$ cat config.mk
export PLATFORM = sky130hd
export DESIGN_NAME = markdown_to_terminal_styler_top_flat
export DESIGN_NICKNAME = d
export VERILOG_FILES = /design/src/mts_pkg.sv /design/src/mts_ifs.sv /design/src/mts_front.sv /design/src/mts_queue.sv /design/src/mts_back.sv /design/src/markdown_to_terminal_styler_top.sv /design/src/flat_wrapper.sv
export SDC_FILE = /design/constraint.sdc
export NUM_CORES = 1
export LEC_CHECK = 0
export ABC_CLOCK_PERIOD_IN_PS = 9300
export BUFFER_PORTS_ARGS = -buffer_cell sky130_fd_sc_hd__buf_2
export CAP_MARGIN = 20
export CORE_UTILIZATION = 40
export DETAILED_ROUTE_END_ITERATION = 6
export PLACE_DENSITY = 0.55
export SYNTH_ARGS = -nofsm -noshare
export SYNTH_HDL_FRONTEND = slang
export SYNTH_SLANG_ARGS = --single-unit
$ cat constraint.sdc
create_clock -name clk -period 9.3 [get_ports clk]
set_input_delay 1.86 -clock clk [delete_from_list [all_inputs] [get_ports clk]]
set_output_delay 1.86 -clock clk [all_outputs]
set_load 0.05 [all_outputs]
$ cat src/mts_pkg.sv
// Package for the markdown terminal styler: opcodes, character codes,
// escape segment codes, the queued command type and the segment byte tables.
// No dependencies.
package mts_pkg;

  // Opcodes of the input channel
  localparam logic OP_PUSH  = 1'b0;
  localparam logic OP_DRAIN = 1'b1;

  // Line-start flag value out of reset
  localparam logic LINE_START_RESET = 1'b1;

  // Default depth of the front/back command queue
  localparam int QUEUE_DEPTH_DEF = 4;

  // Characters the classifier looks for
  localparam logic [7:0] CH_BTICK  = 8'h60;
  localparam logic [7:0] CH_DOLLAR = 8'h24;
  localparam logic [7:0] CH_BSLASH = 8'h5C;
  localparam logic [7:0] CH_LBRACK = 8'h5B;
  localparam logic [7:0] CH_RBRACK = 8'h5D;
  localparam logic [7:0] CH_LPAREN = 8'h28;
  localparam logic [7:0] CH_RPAREN = 8'h29;
  localparam logic [7:0] CH_STAR   = 8'h2A;
  localparam logic [7:0] CH_HASH   = 8'h23;
  localparam logic [7:0] CH_SPACE  = 8'h20;
  localparam logic [7:0] CH_DASH   = 8'h2D;
  localparam logic [7:0] CH_NL     = 8'h0A;

  // A command is a short list of output segments
  localparam int MAX_SEGS   = 5;
  localparam int SEG_IDX_W  = 3;
  localparam int BYTE_IDX_W = 3;

  typedef enum logic [3:0] {
    SEG_RESET,     // ESC[0m
    SEG_CYAN,      // ESC[36m
    SEG_MAGENTA,   // ESC[35m
    SEG_BOLD_ON,   // ESC[1m
    SEG_BOLD_OFF,  // ESC[22m
    SEG_YELLOW,    // ESC[33m
    SEG_HEAD,      // ESC[1;96m
    SEG_HASH3,     // "### "
    SEG_HASH2,     // "## "
    SEG_HASH1,     // "# "
    SEG_BULLET,    // UTF-8 bullet and a space
    SEG_CHAR       // the command's own byte
  } seg_t;

  typedef struct packed {
    seg_t [MAX_SEGS-1:0]  segs;
    logic [SEG_IDX_W-1:0] nseg;
    logic [7:0]           ch;
    logic                 last;
  } cmd_t;

  typedef struct packed {
    logic code_blk;
    logic math_blk;
    logic math_inl;
    logic bold;
    logic inl_code;
    logic line_start;
  } mode_t;

  // Index of the final byte of a segment
  function automatic logic [BYTE_IDX_W-1:0] seg_last_idx(input seg_t s);
    logic [BYTE_IDX_W-1:0] r;
    unique case (s)
      SEG_RESET:    r = 3'd3;
      SEG_CYAN:     r = 3'd4;
      SEG_MAGENTA:  r = 3'd4;
      SEG_BOLD_ON:  r = 3'd3;
      SEG_BOLD_OFF: r = 3'd4;
      SEG_YELLOW:   r = 3'd4;
      SEG_HEAD:     r = 3'd6;
      SEG_HASH3:    r = 3'd3;
      SEG_HASH2:    r = 3'd2;
      SEG_HASH1:    r = 3'd1;
      SEG_BULLET:   r = 3'd3;
      SEG_CHAR:     r = 3'd0;
      default:      r = 3'd0;
    endcase
    return r;
  endfunction

  // Byte idx of a segment
  function automatic logic [7:0] seg_byte(input seg_t s, input logic [BYTE_IDX_W-1:0] idx,
                                          input logic [7:0] ch);
    logic [7:0] r;
    r = 8'h00;
    unique case (s)
      SEG_RESET: begin
        unique case (idx)
          3'd0:    r = 8'h1B;
          3'd1:    r = 8'h5B;
          3'd2:    r = 8'h30;
          default: r = 8'h6D;
        endcase
      end
      SEG_CYAN, SEG_MAGENTA, SEG_YELLOW: begin
        unique case (idx)
          3'd0:    r = 8'h1B;
          3'd1:    r = 8'h5B;
          3'd2:    r = 8'h33;
          3'd3:    r = (s == SEG_CYAN) ? 8'h36 : ((s == SEG_MAGENTA) ? 8'h35 : 8'h33);
          default: r = 8'h6D;
        endcase
      end
      SEG_BOLD_ON: begin
        unique case (idx)
          3'd0:    r = 8'h1B;
          3'd1:    r = 8'h5B;
          3'd2:    r = 8'h31;
          default: r = 8'h6D;
        endcase
      end
      SEG_BOLD_OFF: begin
        unique case (idx)
          3'd0:    r = 8'h1B;
          3'd1:    r = 8'h5B;
          3'd2:    r = 8'h32;
          3'd3:    r = 8'h32;
          default: r = 8'h6D;
        endcase
      end
      SEG_HEAD: begin
        unique case (idx)
          3'd0:    r = 8'h1B;
          3'd1:    r = 8'h5B;
          3'd2:    r = 8'h31;
          3'd3:    r = 8'h3B;
          3'd4:    r = 8'h39;
          3'd5:    r = 8'h36;
          default: r = 8'h6D;
        endcase
      end
      SEG_HASH3, SEG_HASH2, SEG_HASH1: begin
        r = (idx == seg_last_idx(s)) ? CH_SPACE : CH_HASH;
      end
      SEG_BULLET: begin
        unique case (idx)
          3'd0:    r = 8'hE2;
          3'd1:    r = 8'h80;
          3'd2:    r = 8'hA2;
          default: r = CH_SPACE;
        endcase
      end
      SEG_CHAR: r = ch;
      default:  r = ch;
    endcase
    return r;
  endfunction

endpackage

$ cat src/mts_ifs.sv
// Valid/ready channel interfaces for the markdown terminal styler:
// text input, styled byte output and the line-start configuration write.
// No dependencies.
interface mts_in_if;
  logic       valid;
  logic       ready;
  logic       opcode;
  logic [7:0] char_in;
  modport source (output valid, output opcode, output char_in, input ready);
  modport sink   (input valid, input opcode, input char_in, output ready);
endinterface

interface mts_out_if;
  logic       valid;
  logic       ready;
  logic [7:0] out_byte;
  logic       last_of_run;
  modport source (output valid, output out_byte, output last_of_run, input ready);
  modport sink   (input valid, input out_byte, input last_of_run, output ready);
endinterface

interface mts_cfg_if;
  logic valid;
  logic ready;
  logic line_start_on_reset;
  modport source (output valid, output line_start_on_reset, input ready);
  modport sink   (input valid, input line_start_on_reset, output ready);
endinterface

$ cat src/mts_front.sv
// Front end: accepts input beats and config writes, keeps the byte window and
// mode flags, classifies one token per cycle unless the queue is full and pushes commands to the queue.
// Depends on mts_pkg and mts_ifs.
module mts_front (
  input  logic          clk,
  input  logic          rst_n,
  mts_in_if.sink        in_ch,
  mts_cfg_if.sink       cfg_ch,
  input  logic          q_full,
  output logic          q_push,
  output mts_pkg::cmd_t q_cmd
);
  import mts_pkg::*;

  logic [2:0][7:0] held_r, held_nxt;
  logic [1:0]      cnt_r, cnt_nxt;
  mode_t           mode_r, mode_nxt;
  logic            draining_r, draining_nxt;

  logic [3:0][7:0] win;
  logic [2:0]      wlen;
  logic [2:0]      tok_n;
  cmd_t            tok_cmd;
  mode_t           tok_mode;
  logic [2:0][7:0] tok_held;
  logic [2:0]      tok_left;
  logic            in_fire;
  logic            cfg_fire;

  assign in_ch.ready  = !draining_r && !q_full;
  assign cfg_ch.ready = 1'b1;
  assign in_fire      = in_ch.valid && in_ch.ready;
  assign cfg_fire     = cfg_ch.valid && cfg_ch.ready;

  // Window: held bytes, then the new byte on a push
  always_comb begin
    win[0] = held_r[0];
    win[1] = held_r[1];
    win[2] = held_r[2];
    win[3] = draining_r ? 8'h00 : in_ch.char_in;
    wlen   = draining_r ? {1'b0, cnt_r} : 3'd4;
  end

  // Token classifier, first match wins
  always_comb begin
    logic [2:0] k;
    k                = 3'd1;
    tok_n            = 3'd1;
    tok_mode         = mode_r;
    tok_mode.line_start = 1'b0;
    tok_cmd.segs     = '{default: SEG_CHAR};
    tok_cmd.nseg     = 3'd1;
    tok_cmd.ch       = win[0];
    tok_cmd.last     = !draining_r;
    priority if (wlen >= 3'd3 && win[0] == CH_BTICK && win[1] == CH_BTICK
                 && win[2] == CH_BTICK) begin
      tok_mode.code_blk = !mode_r.code_blk;
      tok_cmd.segs[0]   = tok_mode.code_blk ? SEG_CYAN : SEG_RESET;
      tok_n             = 3'd3;
    end else if (wlen >= 3'd2 && ((win[0] == CH_DOLLAR && win[1] == CH_DOLLAR)
                 || (win[0] == CH_BSLASH && (win[1] == CH_LBRACK || win[1] == CH_RBRACK)))) begin
      tok_mode.math_blk = !mode_r.math_blk;
      tok_cmd.segs[0]   = tok_mode.math_blk ? SEG_MAGENTA : SEG_RESET;
      tok_n             = 3'd2;
    end else if (wlen >= 3'd2 && win[0] == CH_BSLASH
                 && (win[1] == CH_LPAREN || win[1] == CH_RPAREN)) begin
      tok_mode.math_inl = !mode_r.math_inl;
      tok_cmd.segs[0]   = tok_mode.math_inl ? SEG_MAGENTA : SEG_RESET;
      tok_n             = 3'd2;
    end else if (wlen >= 3'd2 && win[0] == CH_STAR && win[1] == CH_STAR) begin
      tok_mode.bold   = !mode_r.bold;
      tok_cmd.segs[0] = tok_mode.bold ? SEG_BOLD_ON : SEG_BOLD_OFF;
      tok_n           = 3'd2;
    end else if (mode_r.line_start && wlen >= 3'd4 && win[0] == CH_HASH
                 && win[1] == CH_HASH && win[2] == CH_HASH && win[3] == CH_SPACE) begin
      tok_cmd.segs[0] = SEG_HEAD;
      tok_cmd.segs[1] = SEG_HASH3;
      tok_cmd.nseg    = 3'd2;
      tok_n           = 3'd4;
    end else if (mode_r.line_start && wlen >= 3'd3 && win[0] == CH_HASH
                 && win[1] == CH_HASH && win[2] == CH_SPACE) begin
      tok_cmd.segs[0] = SEG_HEAD;
      tok_cmd.segs[1] = SEG_HASH2;
      tok_cmd.nseg    = 3'd2;
      tok_n           = 3'd3;
    end else if (mode_r.line_start && wlen >= 3'd2 && win[0] == CH_HASH
                 && win[1] == CH_SPACE) begin
      tok_cmd.segs[0] = SEG_HEAD;
      tok_cmd.segs[1] = SEG_HASH1;
      tok_cmd.nseg    = 3'd2;
      tok_n           = 3'd2;
    end else if (mode_r.line_start && wlen >= 3'd2 && win[1] == CH_SPACE
                 && (win[0] == CH_DASH || win[0] == CH_STAR)) begin
      tok_cmd.segs[0] = SEG_YELLOW;
      tok_cmd.segs[1] = SEG_BULLET;
      tok_cmd.segs[2] = SEG_RESET;
      tok_cmd.nseg    = 3'd3;
      tok_n           = 3'd2;
    end else if (wlen >= 3'd1 && win[0] == CH_BTICK) begin
      tok_mode.inl_code = !mode_r.inl_code;
      tok_cmd.segs[0]   = tok_mode.inl_code ? SEG_CYAN : SEG_RESET;
    end else if (wlen >= 3'd1 && win[0] == CH_DOLLAR) begin
      tok_mode.math_inl = !mode_r.math_inl;
      tok_cmd.segs[0]   = tok_mode.math_inl ? SEG_MAGENTA : SEG_RESET;
    end else if (win[0] == CH_NL) begin
      // reset, then the code-block, math-block and bold styles still open, then the newline itself
      tok_mode.line_start = 1'b1;
      tok_cmd.segs[0]     = SEG_RESET;
      if (mode_r.code_blk) begin
        tok_cmd.segs[k] = SEG_CYAN;
        k               = k + 3'd1;
      end
      if (mode_r.math_blk) begin
        tok_cmd.segs[k] = SEG_MAGENTA;
        k               = k + 3'd1;
      end
      if (mode_r.bold) begin
        tok_cmd.segs[k] = SEG_BOLD_ON;
        k               = k + 3'd1;
      end
      tok_cmd.segs[k] = SEG_CHAR;
      tok_cmd.nseg    = k + 3'd1;
    end else begin
      tok_cmd.segs[0] = SEG_CHAR;
    end
  end

  // Remaining window after the token is taken
  always_comb begin
    logic [2:0] idx;
    idx      = 3'd0;
    tok_left = wlen - tok_n;
    for (int i = 0; i < 3; i++) begin
      idx         = 3'(i) + tok_n;
      tok_held[i] = (idx < wlen) ? win[idx[1:0]] : 8'h00;
    end
  end

  // Sequencing of pushes, drains and config writes
  always_comb begin
    held_nxt     = held_r;
    cnt_nxt      = cnt_r;
    mode_nxt     = mode_r;
    draining_nxt = draining_r;
    q_push       = 1'b0;
    q_cmd        = tok_cmd;
    if (draining_r) begin
      if (!q_full) begin
        q_push = 1'b1;
        if (cnt_r != 2'd0) begin
          held_nxt = tok_held;
          cnt_nxt  = tok_left[1:0];
          mode_nxt = tok_mode;
        end else begin
          q_cmd.segs   = '{default: SEG_RESET};
          q_cmd.nseg   = 3'd1;
          q_cmd.last   = 1'b1;
          draining_nxt = 1'b0;
        end
      end
    end else if (in_fire) begin
      if (in_ch.opcode == OP_DRAIN) begin
        draining_nxt = 1'b1;
      end else if (cnt_r == 2'd3) begin
        q_push   = 1'b1;
        held_nxt = tok_held;
        cnt_nxt  = tok_left[1:0];
        mode_nxt = tok_mode;
      end else begin
        held_nxt[cnt_r] = in_ch.char_in;
        cnt_nxt         = cnt_r + 2'd1;
      end
    end
    if (cfg_fire) begin
      mode_nxt.line_start = cfg_ch.line_start_on_reset;
    end
  end

  always_ff @(posedge clk) begin
    if (!rst_n) begin
      held_r     <= '0;
      cnt_r      <= 2'd0;
      mode_r     <= '{code_blk: 1'b0, math_blk: 1'b0, math_inl: 1'b0, bold: 1'b0,
                      inl_code: 1'b0, line_start: LINE_START_RESET};
      draining_r <= 1'b0;
    end else begin
      held_r     <= held_nxt;
      cnt_r      <= cnt_nxt;
      mode_r     <= mode_nxt;
      draining_r <= draining_nxt;
    end
  end

endmodule

$ cat src/mts_queue.sv
// Command queue between the front and back ends of the styler.
// Small register array with wrap-around pointers and an occupancy count.
// Depends on mts_pkg.
module mts_queue #(
  parameter int DEPTH = mts_pkg::QUEUE_DEPTH_DEF
) (
  input  logic          clk,
  input  logic          rst_n,
  input  logic          push,
  input  mts_pkg::cmd_t push_cmd,
  output logic          full,
  output logic          head_valid,
  output mts_pkg::cmd_t head_cmd,
  input  logic          pop
);
  import mts_pkg::*;

  localparam int PTR_W = (DEPTH > 1) ? $clog2(DEPTH) : 1;
  localparam int CNT_W = $clog2(DEPTH + 1);

  cmd_t             mem_r [DEPTH];
  logic [PTR_W-1:0] wr_ptr_r, wr_ptr_nxt;
  logic [PTR_W-1:0] rd_ptr_r, rd_ptr_nxt;
  logic [CNT_W-1:0] count_r, count_nxt;

  assign full       = (count_r == CNT_W'(DEPTH));
  assign head_valid = (count_r != '0);
  assign head_cmd   = mem_r[rd_ptr_r];

  // Pointer and count update
  always_comb begin
    wr_ptr_nxt = wr_ptr_r;
    rd_ptr_nxt = rd_ptr_r;
    count_nxt  = count_r;
    if (push) begin
      wr_ptr_nxt = (wr_ptr_r == PTR_W'(DEPTH - 1)) ? '0 : wr_ptr_r + PTR_W'(1);
    end
    if (pop) begin
      rd_ptr_nxt = (rd_ptr_r == PTR_W'(DEPTH - 1)) ? '0 : rd_ptr_r + PTR_W'(1);
    end
    if (push && !pop) begin
      count_nxt = count_r + CNT_W'(1);
    end else if (pop && !push) begin
      count_nxt = count_r - CNT_W'(1);
    end
  end

  always_ff @(posedge clk) begin
    if (!rst_n) begin
      wr_ptr_r <= '0;
      rd_ptr_r <= '0;
      count_r  <= '0;
    end else begin
      wr_ptr_r <= wr_ptr_nxt;
      rd_ptr_r <= rd_ptr_nxt;
      count_r  <= count_nxt;
    end
  end

  // Storage
  always_ff @(posedge clk) begin
    if (push) begin
      mem_r[wr_ptr_r] <= push_cmd;
    end
  end

endmodule

$ cat src/mts_back.sv
// Back end: walks the segments of the head command one byte per cycle while the
// output is not stalled, and drives the registered output channel.
// Depends on mts_pkg and mts_ifs.
module mts_back (
  input  logic          clk,
  input  logic          rst_n,
  input  logic          q_valid,
  input  mts_pkg::cmd_t q_cmd,
  output logic          q_pop,
  mts_out_if.source     out_ch
);
  import mts_pkg::*;

  logic [SEG_IDX_W-1:0]  p_r, p_nxt;
  logic [BYTE_IDX_W-1:0] b_r, b_nxt;
  logic                  out_valid_r, out_valid_nxt;
  logic [7:0]            out_byte_r, out_byte_nxt;
  logic                  out_last_r, out_last_nxt;

  seg_t cur_seg;
  logic seg_done;
  logic cmd_done;
  logic advance;

  assign cur_seg  = q_cmd.segs[p_r];
  assign seg_done = (b_r == seg_last_idx(cur_seg));
  assign cmd_done = seg_done && (p_r == q_cmd.nseg - 3'd1);
  assign advance  = q_valid && (!out_valid_r || out_ch.ready);
  assign q_pop    = advance && cmd_done;

  assign out_ch.valid       = out_valid_r;
  assign out_ch.out_byte    = out_byte_r;
  assign out_ch.last_of_run = out_last_r;

  // Byte sequencer and output register load
  always_comb begin
    p_nxt         = p_r;
    b_nxt         = b_r;
    out_valid_nxt = out_valid_r;
    out_byte_nxt  = out_byte_r;
    out_last_nxt  = out_last_r;
    if (advance) begin
      out_valid_nxt = 1'b1;
      out_byte_nxt  = seg_byte(cur_seg, b_r, q_cmd.ch);
      out_last_nxt  = q_cmd.last && cmd_done;
      if (cmd_done) begin
        p_nxt = '0;
        b_nxt = '0;
      end else if (seg_done) begin
        p_nxt = p_r + 3'd1;
        b_nxt = '0;
      end else begin
        b_nxt = b_r + 3'd1;
      end
    end else if (out_ch.ready) begin
      out_valid_nxt = 1'b0;
    end
  end

  always_ff @(posedge clk) begin
    if (!rst_n) begin
      p_r         <= '0;
      b_r         <= '0;
      out_valid_r <= 1'b0;
    end else begin
      p_r         <= p_nxt;
      b_r         <= b_nxt;
      out_valid_r <= out_valid_nxt;
    end
  end

  // Payload, no reset
  always_ff @(posedge clk) begin
    out_byte_r <= out_byte_nxt;
    out_last_r <= out_last_nxt;
  end

endmodule

$ cat src/markdown_to_terminal_styler_top.sv
// A byte that fills the four-byte window goes as a command through the queue and output register.
// Throughput: one output byte per cycle from the back end while out_ch is not stalled; plain text
// runs at one beat per cycle until the queue is full, as an N-byte escape holds the queue head until
// all are sent. A drain pushes each held token, then a closing reset; no input meanwhile.
// Reset (rst_n low, synchronous) empties the window and queue, clears all styles, sets line start.
// Top level of the markdown terminal styler; depends on mts_pkg, mts_ifs and the mts_* modules.
module markdown_to_terminal_styler_top #(
  parameter int QUEUE_DEPTH = mts_pkg::QUEUE_DEPTH_DEF
) (
  input  logic      clk,
  input  logic      rst_n,
  mts_in_if.sink    in_ch,
  mts_out_if.source out_ch,
  mts_cfg_if.sink   cfg_ch
);
  import mts_pkg::*;

  logic q_full;
  logic q_push;
  cmd_t q_push_cmd;
  logic q_valid;
  cmd_t q_head_cmd;
  logic q_pop;

  // Classify and sequence tokens
  mts_front u_front (
    .clk    (clk),
    .rst_n  (rst_n),
    .in_ch  (in_ch),
    .cfg_ch (cfg_ch),
    .q_full (q_full),
    .q_push (q_push),
    .q_cmd  (q_push_cmd)
  );

  // Decoupling queue
  mts_queue #(
    .DEPTH (QUEUE_DEPTH)
  ) u_queue (
    .clk        (clk),
    .rst_n      (rst_n),
    .push       (q_push),
    .push_cmd   (q_push_cmd),
    .full       (q_full),
    .head_valid (q_valid),
    .head_cmd   (q_head_cmd),
    .pop        (q_pop)
  );

  // Expand commands into bytes
  mts_back u_back (
    .clk     (clk),
    .rst_n   (rst_n),
    .q_valid (q_valid),
    .q_cmd   (q_head_cmd),
    .q_pop   (q_pop),
    .out_ch  (out_ch)
  );

endmodule

$ cat src/flat_wrapper.sv
// flat-port wrapper written by rule: the top's interface ports become plain ports
module markdown_to_terminal_styler_top_flat import mts_pkg::*;
#(
  parameter int QUEUE_DEPTH = mts_pkg::QUEUE_DEPTH_DEF
)
  (clk, rst_n, in_ch_valid, in_ch_opcode, in_ch_char_in, in_ch_ready, out_ch_valid, out_ch_out_byte, out_ch_last_of_run, out_ch_ready, cfg_ch_valid, cfg_ch_line_start_on_reset, cfg_ch_ready);
  mts_in_if in_ch_i ();
  mts_out_if out_ch_i ();
  mts_cfg_if cfg_ch_i ();
  input  logic clk;
  input  logic rst_n;
  input wire logic [$bits(in_ch_i.valid)-1:0] in_ch_valid;
  input wire logic [$bits(in_ch_i.opcode)-1:0] in_ch_opcode;
  input wire logic [$bits(in_ch_i.char_in)-1:0] in_ch_char_in;
  output wire logic [$bits(in_ch_i.ready)-1:0] in_ch_ready;
  output wire logic [$bits(out_ch_i.valid)-1:0] out_ch_valid;
  output wire logic [$bits(out_ch_i.out_byte)-1:0] out_ch_out_byte;
  output wire logic [$bits(out_ch_i.last_of_run)-1:0] out_ch_last_of_run;
  input wire logic [$bits(out_ch_i.ready)-1:0] out_ch_ready;
  input wire logic [$bits(cfg_ch_i.valid)-1:0] cfg_ch_valid;
  input wire logic [$bits(cfg_ch_i.line_start_on_reset)-1:0] cfg_ch_line_start_on_reset;
  output wire logic [$bits(cfg_ch_i.ready)-1:0] cfg_ch_ready;
  assign in_ch_i.valid = in_ch_valid;
  assign in_ch_i.opcode = in_ch_opcode;
  assign in_ch_i.char_in = in_ch_char_in;
  assign in_ch_ready = in_ch_i.ready;
  assign out_ch_valid = out_ch_i.valid;
  assign out_ch_out_byte = out_ch_i.out_byte;
  assign out_ch_last_of_run = out_ch_i.last_of_run;
  assign out_ch_i.ready = out_ch_ready;
  assign cfg_ch_i.valid = cfg_ch_valid;
  assign cfg_ch_i.line_start_on_reset = cfg_ch_line_start_on_reset;
  assign cfg_ch_ready = cfg_ch_i.ready;
  markdown_to_terminal_styler_top #(.QUEUE_DEPTH(QUEUE_DEPTH)) u_core (.clk(clk), .rst_n(rst_n), .in_ch(in_ch_i), .out_ch(out_ch_i), .cfg_ch(cfg_ch_i));
endmodule
-- Word level (Yosys, flattened, before mapping)
Memories as Yosys holds them, arrays and structs flattened. A register that Yosys moved wholly into a read port is not among the register bits.
Index checks and enable logic that the tools add are counted.
- register bits after elaboration: 56
- latch bits: 0
- memory bits (writable): 128
- ROM bits: 96
- input bits: 15
- word-level logic and storage cells: 411
- memories: 3
- $add $sub $neg: 14
- $mul: 0
- divide/modulo/power cells: 0
- magnitude comparators: 19
- eq/ne operators: 48
- shift operators: 0
- muxes and demuxes: 228
- bitwise operators: 9
- reductions and logical operators: 71
- memory list (name ; words ; width ; read ports ; clocked after Yosys merged registers in ; write ports ; line ; text):
    u_core.u_queue.mem_r ; 4 ; 32 ; 1 ; 1 ; 1 ; mts_queue.sv:21 ; cmd_t mem_r [DEPTH];
    (no name shown) ; 16 ; 3 ; 1 ; 0 ; 0 ; mts_pkg.sv:69 ; unique case (s)
    (no name shown) ; 16 ; 3 ; 1 ; 0 ; 0 ; mts_pkg.sv:69 ;
- operators by type and width (cell ; count):
    two-way mux 20 bit ; 24
    two-way mux 16 bit ; 15
    two-way mux 3 bit ; 60
    two-way mux 24 bit ; 6
    equality test 8 x 6 -> 1 bit (second input constant) ; 13
    two-way mux 4 bit ; 24
    two-way mux 8 bit ; 9
    two-way mux 23 bit ; 3
    one-hot mux 7 bit (3 select lines) ; 3
    one-hot mux 8 bit (7 select lines) ; 1
    binary-select mux 8 bit (select 2 bit) ; 3
    equality test 8 x 7 -> 1 bit (second input constant) ; 6
    two-way mux 2 bit ; 22
    one-hot mux 7 bit (6 select lines) ; 1
    logical AND 1 bit ; 38
    demux 4 bit (select 3 bit) ; 3
    two-way mux 12 bit ; 3
    two-way mux 6 bit ; 6
    two-way mux 1 bit ; 35
    two-way mux 11 bit ; 3
    one-hot mux 7 bit (4 select lines) ; 1
    bitwise mux 24 bit ; 1
    one-hot mux 8 bit (3 select lines) ; 1
    adder 3 x 1 -> 3 bit (second input constant) ; 6
    51 further kinds ; 102

-- Depth between registers and ports, before layout
Gate-level depths: netlist of the first run.
- depth in word-level cells: 67
- mapped depth: 22
- gate-level depth less buffers: 18

-- By module
From an unflattened synthesis of the first run, not the netlist that was laid out.
- cells, all modules: 860
- area, all modules: 10261.1 sq um
- modules (own cells, without submodules) (module ; instances ; cells an instance ; area each (sq um) ; sequential area each (sq um)):
    mts_queue ; 1 ; 211 ; 5117.4 ; 4023.9
    mts_front ; 1 ; 425 ; 3394.5 ; 660.6
    mts_back ; 1 ; 224 ; 1749.2 ; 410.4

-- Worst setup path after synthesis of the first run
OpenSTA, ideal clock, no wires.
- kind: input to register
- start point: in in_ch_char_in[0]
- end point: reg u_core.u_front.held_r[15] in the netlist's numbering
- data arrival time: 4916 ps
- required time: 9230 ps
- path slack: 4313 ps
- cell stages on the path: 11
- cell sequence: nor4b_1 > nand4b_1 > nor4b_2 > nor4_1 > and2_1 > ha_1 > ha_1 > a21o_1 > a211oi_1 > a22oi_1 > a21oi_1
- word-level cells in the longest chain between the ends: 16
- elaborated cells on any way between the ends: 19
- those cells by class: add/sub: 1; order compare: 1; eq/ne: 1; mux: 15; reduce/logical: 1
- ends and longest elaborated chain (what ; line ; text):
    from (decl) ; flat_wrapper.sv:14 ; input wire logic [$bits(in_ch_i.char_in)-1:0] in_ch_char_in;
    two-way mux 8 bit (*) ; mts_front.sv:40 ; win[3] = draining_r ? 8'h00 : in_ch.char_in;
    equality test 8 x 6 -> 1 bit (*) ; mts_front.sv:75 ; && win[1] == CH_HASH && win[2] == CH_HASH && win[3] == CH_SPACE) begin
    logical AND 1 bit (*) ; mts_front.sv:75 ;
    two-way mux 3 bit (*) ; mts_front.sv:74 ; end else if (mode_r.line_start && wlen >= 3'd4 && win[0] == CH_HASH
    two-way mux 3 bit (*) ; mts_front.sv:70 ; end else if (wlen >= 3'd2 && win[0] == CH_STAR && win[1] == CH_STAR) begin
    two-way mux 3 bit (*) ; mts_front.sv:65 ; end else if (wlen >= 3'd2 && win[0] == CH_BSLASH
    two-way mux 3 bit (*) ; mts_front.sv:60 ; end else if (wlen >= 3'd2 && ((win[0] == CH_DOLLAR && win[1] == CH_DOLLAR)
    two-way mux 3 bit (*) ; mts_front.sv:55 ; priority if (wlen >= 3'd3 && win[0] == CH_BTICK && win[1] == CH_BTICK
    adder 1 x 3 -> 3 bit (*) ; mts_front.sv:134 ; idx = 3'(i) + tok_n;
    binary-select mux 8 bit (select 2 bit) ; mts_front.sv:135 ; tok_held[i] = (idx < wlen) ? win[idx[1:0]] : 8'h00;
    two-way mux 8 bit (not written as such) ; mts_front.sv:135 ;
    two-way mux 8 bit (*) ; mts_front.sv:135 ;
    two-way mux 24 bit ; mts_front.sv:164 ; end else if (cnt_r == 2'd3) begin
    two-way mux 24 bit ; mts_front.sv:162 ; if (in_ch.opcode == OP_DRAIN) begin
    two-way mux 24 bit ; mts_front.sv:161 ; end else if (in_fire) begin
    two-way mux 24 bit (*) ; mts_front.sv:147 ; if (draining_r) begin
    to (signal assigned) ; mts_front.sv:187 ; held_r <= held_nxt;
    to (decl) ; mts_front.sv:15 ; logic [2:0][7:0] held_r, held_nxt;
Every way passes the cells marked *; elsewhere a longest branch is shown, timed or not. The select of a mux whose other input is x is not followed.
A chain may end at the register's enable or synchronous reset.

-- Final worst setup path of the first run
Ends and elaborated chain as after synthesis.

==> reports/qor.csv, run 1 <==
metric;value;unit
DRC viols;2;
clk_lat worst skew;0.43;ns
CTS Buffer Depth;2;
Setup WS post-layout;3.47;ns
# fillers;1996;
EDFF count, synth;109;
PwrDens;245;mW/mm^2
slowest CP cell;a211oi_1;
area of the multi-input gates;0.00444;mm^2
die width;152;um
top cell type by total area after synthesis;edfxtp_1;
failing checks;DRC;
core region area;0.0220;mm^2
vias in the first global route;6459;
final setup vio count;0;
synth top area cells;edfxtp_1 36%, dfxtp_1 11%, mux4_2 6.5%;
count leader, synth;edfxtp_1;
Fin. Hold Viols;0;
die area;0.0232;mm^2
Distinct cells, synth;72;
clock-pin slew on the worst setup and hold paths;0.06;ns
vias after detailed routing;6658;
H-tree depth;4;
Top FF cell, synth;edfxtp_1;
clock tree root driver cell;clkbuf_16;
post-layout util;45.4;%
gr busiest metal;met2;
status;finished with violations;
Worst R2R Path Depth;16;
Die H;152;um
Antenna diodes;0;
clock network fraction of design power;29.1;%
initial antenna violation count;0;
# IOs;27;
relative slew slack;29.6;%
sequential share of the synthesized area;47.1;%
GR met2 Demand/Resource;32.3;%
Startpoint Class;primary input;
Initial Utilization;41.1;%
Synth Area in Simple Gates;17.2;%
Final TNS setup;0;ns
worst path bufs/invs;1;
CP max FO;10;
Async SR Flop Fraction;0;%
WL final;22.3;mm
Switching Power;0.000894;W
Setup Skew;0.0126;ns
1st-pass router iterations;7;
Seq cells post-synth;158;
Switching Share;36.6;%
layout cells sized above 1;13.0;%
Syn Std Cell Area;0.00903;mm^2
Ys Warns;0;
Final ANT Viol Nets;0;
CTS Hold Bufs;0;
achievable frequency;172;MHz
CTS Sinks;158;
critical path's largest stage delay;0.87;ns
DR WL/cell;19.7;um
pre-CTS WS;3.01;ns
Crit. Startpoint;in_ch_char_in[0];
total of max-cap violations;0;
post-synthesis adder-cell area fraction;5.15;%
Yosys top cell area share;36.2;%
# Post-CTS Setup Buffers;0;
crit path to;u_core.u_front.held_r[15];
Worst-Margin Slew;1.05;ns
Comb power frac;33.2;%
RSZ-0062 raised after global routing;no;
post-synthesis xor/xnor area fraction;1.26;%
share of power burned in registers;37.7;%
Internal;0.00155;W
instance count on the critical path;12;
critical path type;primary input to flip-flop;
gp weighted congestion;0.889;
final worst path period share;62.6;%
Compound-Gate Fraction of Synth Area;13.7;%
final worst path period need;5.83;ns
drt via density;5.88;
Port-buffer cells;25;
CTS tree;built;
fin nets;891;
Worst R2R Setup Slack;3.97;ns
met3 Usage GRT;3.16;%
Synth top cells by count;109 x edfxtp_1, 67 x nand2_1, 56 x o21ai_0;
routing usage on met1;26.9;%
main combinational cell family by area after synthesis;simple AND/OR/NAND/NOR gates;
crit-path cells;buf_2 -> nor4b_1 -> nand4b_1 -> nor4b_2 -> nor4_1 -> and2_1 -> ha_1 -> ha_1 -> a21o_1 -> a211oi_1 -> a22oi_1 -> a21oi_1;
maximum vdd drop;116;uV
CP arrival;6.18;ns
DP HPWL;15.5;mm
Global Route Usage Sum;19.8;%
Leak Pwr;3.37;nW
Register Area;0.00425;mm^2
DRT iter0 DRCs;473;
cts repair resizes;0;
HP Class;flip-flop to flip-flop;
Post-Syn Nets;886;
grt total ovfl;0;
worst r2r dst;u_core.u_queue.count_r[2];
multiplexer share of the synthesized area;11.8;%
Critical Path RT;9.66;ns
Critical Path Sink Type;flip-flop;
Slew Limit Fails;0;
syn avg cell area;10.8;um^2
largest net degree at the start of global routing;53;
Cell Rows;54;
Num CTS Buffers;17;
Top Family by Delay on Critical Path;simple AND/OR/NAND/NOR gates;
first-pass GRT wire length;35.9;mm
Cells after Synth;835;
Crit path top cell by count;ha_1;
area delta synth->final;10.4;%
-- layout by cell type (no fill, tap or decap), types with 25 or more instances in the layout --
master	netlist	layout
ha_1	34	34
edfxtp_1	109	109
mux4_2	26	26
buf_2	3	25
o21ai_0	56	56
inv_1	32	32
a21oi_1	39	39
nor3_1	26	25
nor2b_1	30	30
nor2_1	48	48
dfxtp_1	49	49
nand2_1	67	67
-- registers in the layout, indices dropped and copies added (netlist names), named ones only --
signal,cells
u_core.u_queue.mem_r,100
u_core.u_front.held_r,16
u_core.u_back.out_ch.out_byte,8
u_core.u_front.q_cmd,8
u_core.u_front.mode_r,6
u_core.u_back.b_r,3
u_core.u_back.p_r,3
u_core.u_queue.count_r,3
u_core.u_front.cnt_r,2
u_core.u_queue.rd_ptr_r,2
u_core.u_queue.wr_ptr_r,2
u_core.u_back.out_ch.last_of_run,1
u_core.u_back.out_ch.valid,1
u_core.u_front.draining_r,1
-- final cells by class --
| cell class | instances | area share (%) |
|---|---|---|
| Clock buffer | 20 | 4.38 |
| Timing Repair Buffer | 34 | 2.05 |
| Sequential cell | 158 | 42.7 |
| Inverter | 33 | 1.24 |
| Multi-Input combinational cell | 596 | 44.6 |
| Clock inverter | 12 | 1.58 |
| Tap cell | 280 | 3.51 |
-- per-layer routing --
layer	vias up	part of all wire, %
li1	3179	-
met1	3270	47
met2	177	47
met3	32	4.2
met4	0	1.6
met5	-	0
-- cells by family after synthesis --
| group | count (synthesis) |
|---|---|
| buf+inv | 81 |
| xor+xnor | 13 |
| other cells | 1 |
| mux | 63 |
| simple gates | 291 |
| fa+ha+maj | 36 |
| compound gates | 192 |
| flops | 158 |
-- power groups by stage --
stage / Clock (W) / Sequential, W / Combinational [W]
final: 0.000711 / 0.000919 / 0.000811
after global routing: 0.000752 / 0.000929 / 0.000897
after CTS: 0.000726 / 0.000919 / 0.000807
after detailed placement: 0 / 0.000934 / 0.000805
after global placement: 0 / 0.000930 / 0.000796
after floorplan: 0 / 0.000980 / 0.000565
-- tightest hold or removal path: stages (launching register included) --
cell and delay [ns]:
dfxtp_1 0.32, nand2_1 0.05, a21boi_0 0.06
-- worst min-delay path by stage --
stage	start	endpoint	slack, ns	cells after the start
floorplan	u_core.u_queue.rd_ptr_r[1]	flip-flop	0.45	2
global placement	u_core.u_queue.rd_ptr_r[1]	flip-flop	0.47	2
detailed placement	u_core.u_back.out_ch.valid	u_core.u_back.out_ch.valid	0.49	2
CTS	u_core.u_back.out_ch.valid	u_core.u_back.out_ch.valid	0.50	2
global route	u_core.u_queue.rd_ptr_r[1]	u_core.u_queue.rd_ptr_r[1]	0.54	2
finish	u_core.u_back.out_ch.valid	u_core.u_back.out_ch.valid	0.49	2
-- per-stage QoR --
| stage | total power [W] | hold WS [ns] | cells | area (um^2) |
|---|---|---|---|---|
| after global routing | 0.00258 | 0.544 | 1133 | 9970 |
| after detailed placement | 0.00174 | 0.488 | 1099 | 9350 |
| after CTS | 0.00245 | 0.496 | 1131 | 9940 |
| final | 0.00244 | 0.487 | 1133 | 9970 |
| after floorplan | 0.00154 | 0.454 | 835 | 9030 |
| after global placement | 0.00173 | 0.466 | 1098 | 9340 |
No activity file was read; power rests on OpenSTA's default activity.
==> inputs of run 2 (changes only) <==
--- a/config.mk
+++ b/config.mk
@@ -5,12 +5,13 @@
 export SDC_FILE = /design/constraint.sdc
 export NUM_CORES = 1
 export LEC_CHECK = 0
-export ABC_CLOCK_PERIOD_IN_PS = 9300
+export ABC_AREA = 1
+export ABC_CLOCK_PERIOD_IN_PS = 4900
 export BUFFER_PORTS_ARGS = -buffer_cell sky130_fd_sc_hd__buf_2
 export CAP_MARGIN = 20
 export CORE_UTILIZATION = 40
 export DETAILED_ROUTE_END_ITERATION = 6
-export PLACE_DENSITY = 0.55
+export PLACE_DENSITY = 0.57
 export SYNTH_ARGS = -nofsm -noshare
 export SYNTH_HDL_FRONTEND = slang
 export SYNTH_SLANG_ARGS = --single-unit
==> constraint.sdc (replaced) <==
create_clock -name clk -period 4.9 [get_ports clk]
set_input_delay 0.98 -clock clk [delete_from_list [all_inputs] [get_ports clk]]
set_output_delay 0.98 -clock clk [all_outputs]
set_load 0.05 [all_outputs]
==> reports/qor.csv, run 2 <==
metric;value;unit;change
highest-count cells in the layout ignoring fill and taps;308 x nand2_1, 167 x inv_1, 109 x edfxtp_1;;
Critical Path Sink Type;flip-flop;;
fin nets;1327;;+49%
Register Area;0.00425;mm^2;unchanged
clk_lat worst skew;0.43;ns;about the same
clock tree root driver cell;clkbuf_16;;
CTS Buffer Depth;2;;unchanged
clock-pin slew on the worst setup and hold paths;0.07;ns;about the same
area of the multi-input gates;0.00453;mm^2;+2.0%
gp weighted congestion;1.01;;+13%
max FFs per register;100;;unchanged
Startpoint Class;flip-flop;;
core region area;0.0236;mm^2;+7.5%
Leak Pwr;4.61;nW;+37%
most common cell after layout, fill and taps aside;nand2_1;;
Post-Syn Nets;1310;;+48%
die area;0.0248;mm^2;+7.2%
grt total ovfl;0;;unchanged
Num CTS Buffers;17;;unchanged
DR WL/cell;16.8;um;-15%
Internal;0.00292;W;+88%
count leader, synth;nand2_1;;
DP HPWL;19.4;mm;+25%
synth top area cells;edfxtp_1 34%, nand2_1 12%, dfxtp_1 10%;;
Ys Warns;0;;unchanged
Switching Share;41.6;%;+5.0 points
largest net degree at the start of global routing;52;;-1.9%
Final TNS setup;0;ns;unchanged
Fin. Hold Viols;0;;unchanged
final worst path period need;4.04;ns;
Worst-Margin Slew;0.999;ns;-0.0506 ns
achievable frequency;248;MHz;
Setup WS post-layout;0.862;ns;-2.61 ns
final worst path period share;82.4;%;
CP arrival;4.36;ns;-1.82 ns
vias in the first global route;7888;;+22%
Final ANT Viol Nets;0;;unchanged
first-pass GRT wire length;43.0;mm;+20%
post-layout util;45.3;%;-0.076 points
Setup Skew;0.00976;ns;-0.00284 ns
Slew Limit Fails;0;;unchanged
total chip power;0.00499;W;+100%
slowest CP cell;buf_4;;
Die H;158;um;+3.5%
Worst R2R Setup Slack;0.86;ns;-3.11 ns
syn avg cell area;7.69;um^2;-29%
Global Route Usage Sum;22.8;%;+3.0 points
Cells after Synth;1259;;+51%
status;complete, no violations;;
# fillers;2326;;+17%
initial antenna violation count;0;;unchanged
H-tree depth;4;;unchanged
critical path type;flip-flop to flip-flop;;
area delta synth->final;10.5;%;about the same
cts repair resizes;0;;unchanged
Antenna diodes;0;;unchanged
Critical Path RT;5.22;ns;-4.44 ns
Switching Power;0.00207;W;+130%
Async SR Flop Fraction;0;%;unchanged
CTS Hold Bufs;0;;unchanged
crit-path cells;buf_4 -> nand2_1 -> nand3_1 -> nand4_1 -> nand2_1 -> inv_1 -> ha_1 -> nand2_1 -> nand2_1 -> nand3_1 -> nand3_1 -> nand2_1 -> nand2_1 -> nor2_4 -> nand3_2 -> ha_1 -> inv_1 -> fa_1 -> o21ai_0 -> a21oi_1;;
Initial Utilization;41.0;%;-0.10 points
total of max-cap violations;0;;unchanged
relative slew slack;32.7;%;+3.1 points
die width;158;um;+3.5%
# IOs;27;;unchanged
1st-pass router iterations;5;;-2
CTS Sinks;158;;unchanged
clock network fraction of design power;27.4;%;-1.7 points
Top reg by flops;u_core.u_queue.mem_r;;
# Post-CTS Setup Buffers;0;;unchanged
worst hold slack;0.462;ns;-0.0244 ns
drt via density;5.36;;-8.8%
WL final;27.0;mm;+21%
Crit path top cell by count;nand2_1;;
DRC viols;0;;-2
vias after detailed routing;8614;;+29%
RSZ-0062 raised after global routing;no;;
Syn Std Cell Area;0.00969;mm^2;+7.3%
Cell Rows;56;;+3.7%
Synth top cells by count;308 x nand2_1, 167 x inv_1, 109 x edfxtp_1;;
DRT iter0 DRCs;896;;+89%
Seq cells post-synth;158;;unchanged
Port-buffer cells;25;;unchanged
maximum vdd drop;327;uV;+180%
share of power burned in registers;35.2;%;-2.5 points
Yosys top cell area share;33.8;%;-2.5 points
CTS tree;built;;
Comb power frac;37.4;%;+4.2 points
pre-CTS WS;0.697;ns;-2.32 ns
layout cells sized above 1;8.84;%;-4.2 points
Distinct cells, synth;48;;-33%
critical path's largest stage delay;0.48;ns;-0.39 ns
final setup vio count;0;;unchanged
top cell type by total area after synthesis;edfxtp_1;;
PwrDens;466;mW/mm^2;+90%
EDFF count, synth;109;;unchanged
Top FF cell, synth;edfxtp_1;;
sequential share of the synthesized area;43.9;%;-3.2 points
CP max FO;51;;+41
registers with the most flip-flops;u_core.u_queue.mem_r: 100 flops, u_core.u_front.held_r: 16 flops;;
HP Class;flip-flop to flip-flop;;
run 2: cell types whose count changed after synthesis, sizes merged, moves of 32 or more:
cell,before,now
nand2,67,314
inv,33,181
nand3,22,100
nor2,48,105
a21oi,39,93
nand4,11,58
mux4,32,0
run 2: per-layer routing:
metal,wire [um],GRT usage [%],up-vias
met1,12400,30.6,3988
met2,12400,37.2,299
met4,618,7.44,0
met5,0,0,-
met3,1590,3.97,42
li1,-,-,4285
run 2: final timing paths:
check,start,end,depth (start not counted)
worst max-delay path,flip-flop,u_core.u_queue.count_r[1],20
worst min-delay path,u_core.u_front.mode_r[1],u_core.u_front.mode_r[1],2
worst max register to register,flip-flop,u_core.u_queue.count_r[1],20
worst min register to register,u_core.u_front.mode_r[1],u_core.u_front.mode_r[1],2
run 2: power groups by stage:
stage	clock network (W)	registers [W]	logic, W
after global placement	0	0.00178	0.00186
after CTS	0.00138	0.00175	0.00186
after detailed placement	0	0.00178	0.00185
after global routing	0.00144	0.00177	0.00209
after floorplan	0	0.00190	0.00122
final	0.00137	0.00175	0.00187
run 2: through the flow:
stage / cell area (um^2) / std cells
after global routing: 10700 / 1608
final: 10700 / 1608
after floorplan: 9690 / 1259
after global placement: 10100 / 1576
after CTS: 10700 / 1608
after detailed placement: 10100 / 1576
run 2: worst max-delay path: cells and delay by family, from the launching register on:
family	cells	cell delay, ns
AND/OR/NAND/NOR	12	1.74
AO/OA/AOI/OAI	2	0.22
flip-flops	1	0.35
buffers and inverters	3	0.67
adder cells (fa/ha/maj)	3	0.93
run 2: cell type report:
cell class	count	area share, %
Clock buffer	17	3.97
Clock inverter	15	1.67
Inverter	182	6.38
Multi-Input combinational cell	878	42.3
Sequential cell	158	39.7
Tap cell	319	3.73
Timing Repair Buffer	39	2.15
run 2: kinds of logic after synthesis:
group | Yosys count | share of synthesized area [%]
AND/OR/NAND/NOR | 628 | 29.4
buffers and inverters | 223 | 9.38
AO/OA/AOI/OAI | 204 | 11.6
flip-flops | 158 | 43.9
adder cells (fa/ha/maj) | 36 | 4.81
XOR/XNOR | 9 | 0.814
other | 1 | 0.0387
==> inputs of run 3 (changes only) <==
--- a/config.mk
+++ b/config.mk
@@ -5,13 +5,13 @@
 export SDC_FILE = /design/constraint.sdc
 export NUM_CORES = 1
 export LEC_CHECK = 0
-export ABC_AREA = 1
-export ABC_CLOCK_PERIOD_IN_PS = 4900
+export ABC_AREA = 0
+export ABC_CLOCK_PERIOD_IN_PS = 4200
 export BUFFER_PORTS_ARGS = -buffer_cell sky130_fd_sc_hd__buf_2
 export CAP_MARGIN = 20
 export CORE_UTILIZATION = 40
 export DETAILED_ROUTE_END_ITERATION = 6
-export PLACE_DENSITY = 0.57
+export PLACE_DENSITY = 0.55
 export SYNTH_ARGS = -nofsm -noshare
 export SYNTH_HDL_FRONTEND = slang
 export SYNTH_SLANG_ARGS = --single-unit
==> constraint.sdc (replaced) <==
create_clock -name clk -period 4.2 [get_ports clk]
set_input_delay 0.84 -clock clk [delete_from_list [all_inputs] [get_ports clk]]
set_output_delay 0.84 -clock clk [all_outputs]
set_load 0.05 [all_outputs]
==> reports/qor.csv, run 3 (same netlist as run 1, synthesis figures left out) <==
metric;value;unit;change
status;finished with violations;;
failing checks;DRC, setup timing;;
clk_lat worst skew;0.43;ns;about the same
Worst R2R Setup Slack;-0.01;ns;-0.88 ns
post-layout instance area;0.0104;mm^2;-2.7%
reg2reg start;u_core.u_queue.mem_r[0][29];;
fin nets;938;;-29%
final worst path period share;100;%;+18 points
Num CTS Buffers;17;;unchanged
Antenna diodes;0;;unchanged
registers with the most flip-flops;u_core.u_queue.mem_r: 100 flops, u_core.u_front.held_r: 16 flops;;
WL final;22.9;mm;-15%
1st-pass router iterations;7;;+2
Internal;0.00359;W;+23%
Fin. Hold Viols;0;;unchanged
Setup WS post-layout;-0.0138;ns;-0.876 ns
maximum vdd drop;267;uV;-18%
vias after detailed routing;7048;;-18%
critical path type;flip-flop to flip-flop;;
area delta synth->final;15.3;%;
highest-count cells in the layout ignoring fill and taps;109 x edfxtp_1, 67 x nand2_1, 55 x o21ai_0;;
CTS Sinks;158;;unchanged
final worst path period need;4.21;ns;+0.176 ns
DRT iter0 DRCs;621;;-31%
share of power burned in registers;35.5;%;+0.3 points
clock tree root driver cell;clkbuf_16;;
grt total ovfl;0;;unchanged
relative slew slack;34.4;%;+1.7 points
total chip power;0.00566;W;+13%
die width;152;um;-3.4%
Final ANT Viol Nets;0;;unchanged
wire length on met2;10.9;mm;-12%
Slew Limit Fails;0;;unchanged
RSZ-0062 raised after global routing;yes;;
clock-pin slew on the worst setup and hold paths;0.07;ns;about the same
initial antenna violation count;0;;unchanged
PwrDens;544;mW/mm^2;+17%
most common cell after layout, fill and taps aside;edfxtp_1;;
Worst-Margin Slew;0.980;ns;-0.0184 ns
DR WL/cell;19.4;um;+16%
worst r2r dst;u_core.u_queue.count_r[2];;
layout cells sized above 1;19.8;%;+11 points
gp weighted congestion;0.859;;-15%
first-pass GRT wire length;37.3;mm;-13%
total of max-cap violations;0;;unchanged
Top reg by flops;u_core.u_queue.mem_r;;
# IOs;27;;unchanged
clock network fraction of design power;28.5;%;+1.1 points
Comb power frac;35.9;%;-1.5 points
core region area;0.0220;mm^2;-7.0%
Port-buffer cells;25;;unchanged
Startpoint Class;flip-flop;;
post-layout util;47.4;%;+2.1 points
worst hold endpoint;u_core.u_back.out_ch.valid;;
CTS tree;built;;
achievable frequency;237;MHz;-4.2%
Leak Pwr;3.64;nW;-21%
largest net degree at the start of global routing;53;;+1.9%
drt via density;5.97;;+11%
Switching Power;0.00207;W;about the same
Switching Share;36.6;%;-4.9 points
Die H;152;um;-3.4%
final setup vio count;2;;+2
CTS Buffer Depth;2;;unchanged
CP arrival;4.57;ns;+0.21 ns
Critical Path Sink Type;flip-flop;;
top routing layer used;met4;;
Register Area;0.00426;mm^2;about the same
DRC viols;3;;+3
DP HPWL;16.5;mm;-15%
Cell Rows;54;;-3.6%
# fillers;1965;;-16%
worst hold path depth;2;;unchanged
Setup Skew;0.0165;ns;+0.00671 ns
Critical Path RT;4.56;ns;-0.66 ns
Post-Layout Cell Count;1180;;-27%
Met1 Wirelength;10.2;mm;-18%
die area;0.0232;mm^2;-6.7%
hold path start;u_core.u_back.out_ch.valid;;
Worst R2R Path Depth;16;;-20%
area of the multi-input gates;0.00450;mm^2;-0.69%
WL met3;1.23;mm;-23%
CP max FO;4;;-92%
Global Route Usage Sum;20.4;%;-2.4 points
H-tree depth;4;;unchanged
Final TNS setup;-0.0165;ns;-0.0165 ns
max FFs per register;100;;unchanged
placed cell count;1138;;-28%
Initial Utilization;41.1;%;+0.10 points
vias in the first global route;6981;;-11%
HP Class;flip-flop to flip-flop;;
Cell Area, Placed;0.00967;mm^2;-4.3%
run 3: cell count changes in the layout (fill, tap and decap cells not counted), moves of 46 or more:
| cell | change |
|---|---|
| nand2_1 | -241 |
| inv_1 | -136 |
| nand3_1 | -75 |
| a21oi_1 | -53 |
| nor2_1 | -49 |
| nand4_1 | -46 |
run 3: worst max path at each step:
stage,startpoint,to,slack [ns],cells after the start
finish,u_core.u_queue.mem_r[0][29],u_core.u_queue.count_r[2],-0.01,16
floorplan,flip-flop,u_core.u_queue.count_r[2],-0.02,19
global placement,flip-flop,u_core.u_queue.count_r[2],-0.03,17
CTS,flip-flop,u_core.u_queue.count_r[2],-0.05,17
detailed placement,flip-flop,u_core.u_queue.count_r[1],-0.16,16
global route,flip-flop,u_core.u_queue.count_r[2],-0.26,17
run 3: power groups by stage:
stage	logic, W	registers, W	clock network, W
finish	0.00203	0.00201	0.00162
global route	0.00223	0.00203	0.00169
CTS	0.00200	0.00201	0.00164
detailed placement	0.00194	0.00204	0
global placement	0.00192	0.00203	0
floorplan	0.00126	0.00217	0
run 3: critical path, stage by stage, from the launching register on:
cell and delay [ns]:
edfxtp_1 0.43, mux4_2 0.50, mux2_4 0.29, a221oi_4 0.32, ha_4 0.26, a211o_1 0.29, o32ai_2 0.13, xnor2_1 0.10
or4_4 0.56, nor3_4 0.23, inv_1 0.08, ha_2 0.20, inv_2 0.06, fa_2 0.18, xor2_1 0.07, or3_1 0.30
a21boi_1 0.14
run 3: final cells by class:
class                           instances  share of cell area, %
Clock inverter                         15                   1.78
Clock buffer                           17                   4.09
Inverter                               33                   1.19
Timing Repair Buffer                   81                   5.43
Tap cell                              280                   3.37
Multi-Input combinational cell        596                   43.2
Sequential cell                       158                   40.9
run 3: repair_timing:
| item | 4_1_cts | 5_1_grt |
|---|---|---|
| pin swaps | 4 | 3 |
| resized for setup | 12 | 5 |
| hold endpoints to repair | 0 | 0 |
| endpoints found under the setup margin | 2 | 3 |
| hold buffers | 0 | 0 |
| setup buffers | 8 | 1 |
run 3: metal layers:
| metal | vias up | track usage [%] |
|---|---|---|
| li1 | 3290 | - |
| met1 | 3436 | 26.3 |
| met2 | 269 | 33.7 |
| met3 | 53 | 4.21 |
| met4 | 0 | 7.82 |
| met5 | - | 0 |
run 3: through the flow:
stage,hold slack [ns],worst slack [ns]
2_1_floorplan,0.454,-0.0158
3_3_place_gp,0.474,-0.0289
3_5_place_dp,0.480,-0.163
4_1_cts,0.491,-0.0494
5_1_grt,0.512,-0.264
6_report,0.489,-0.0138
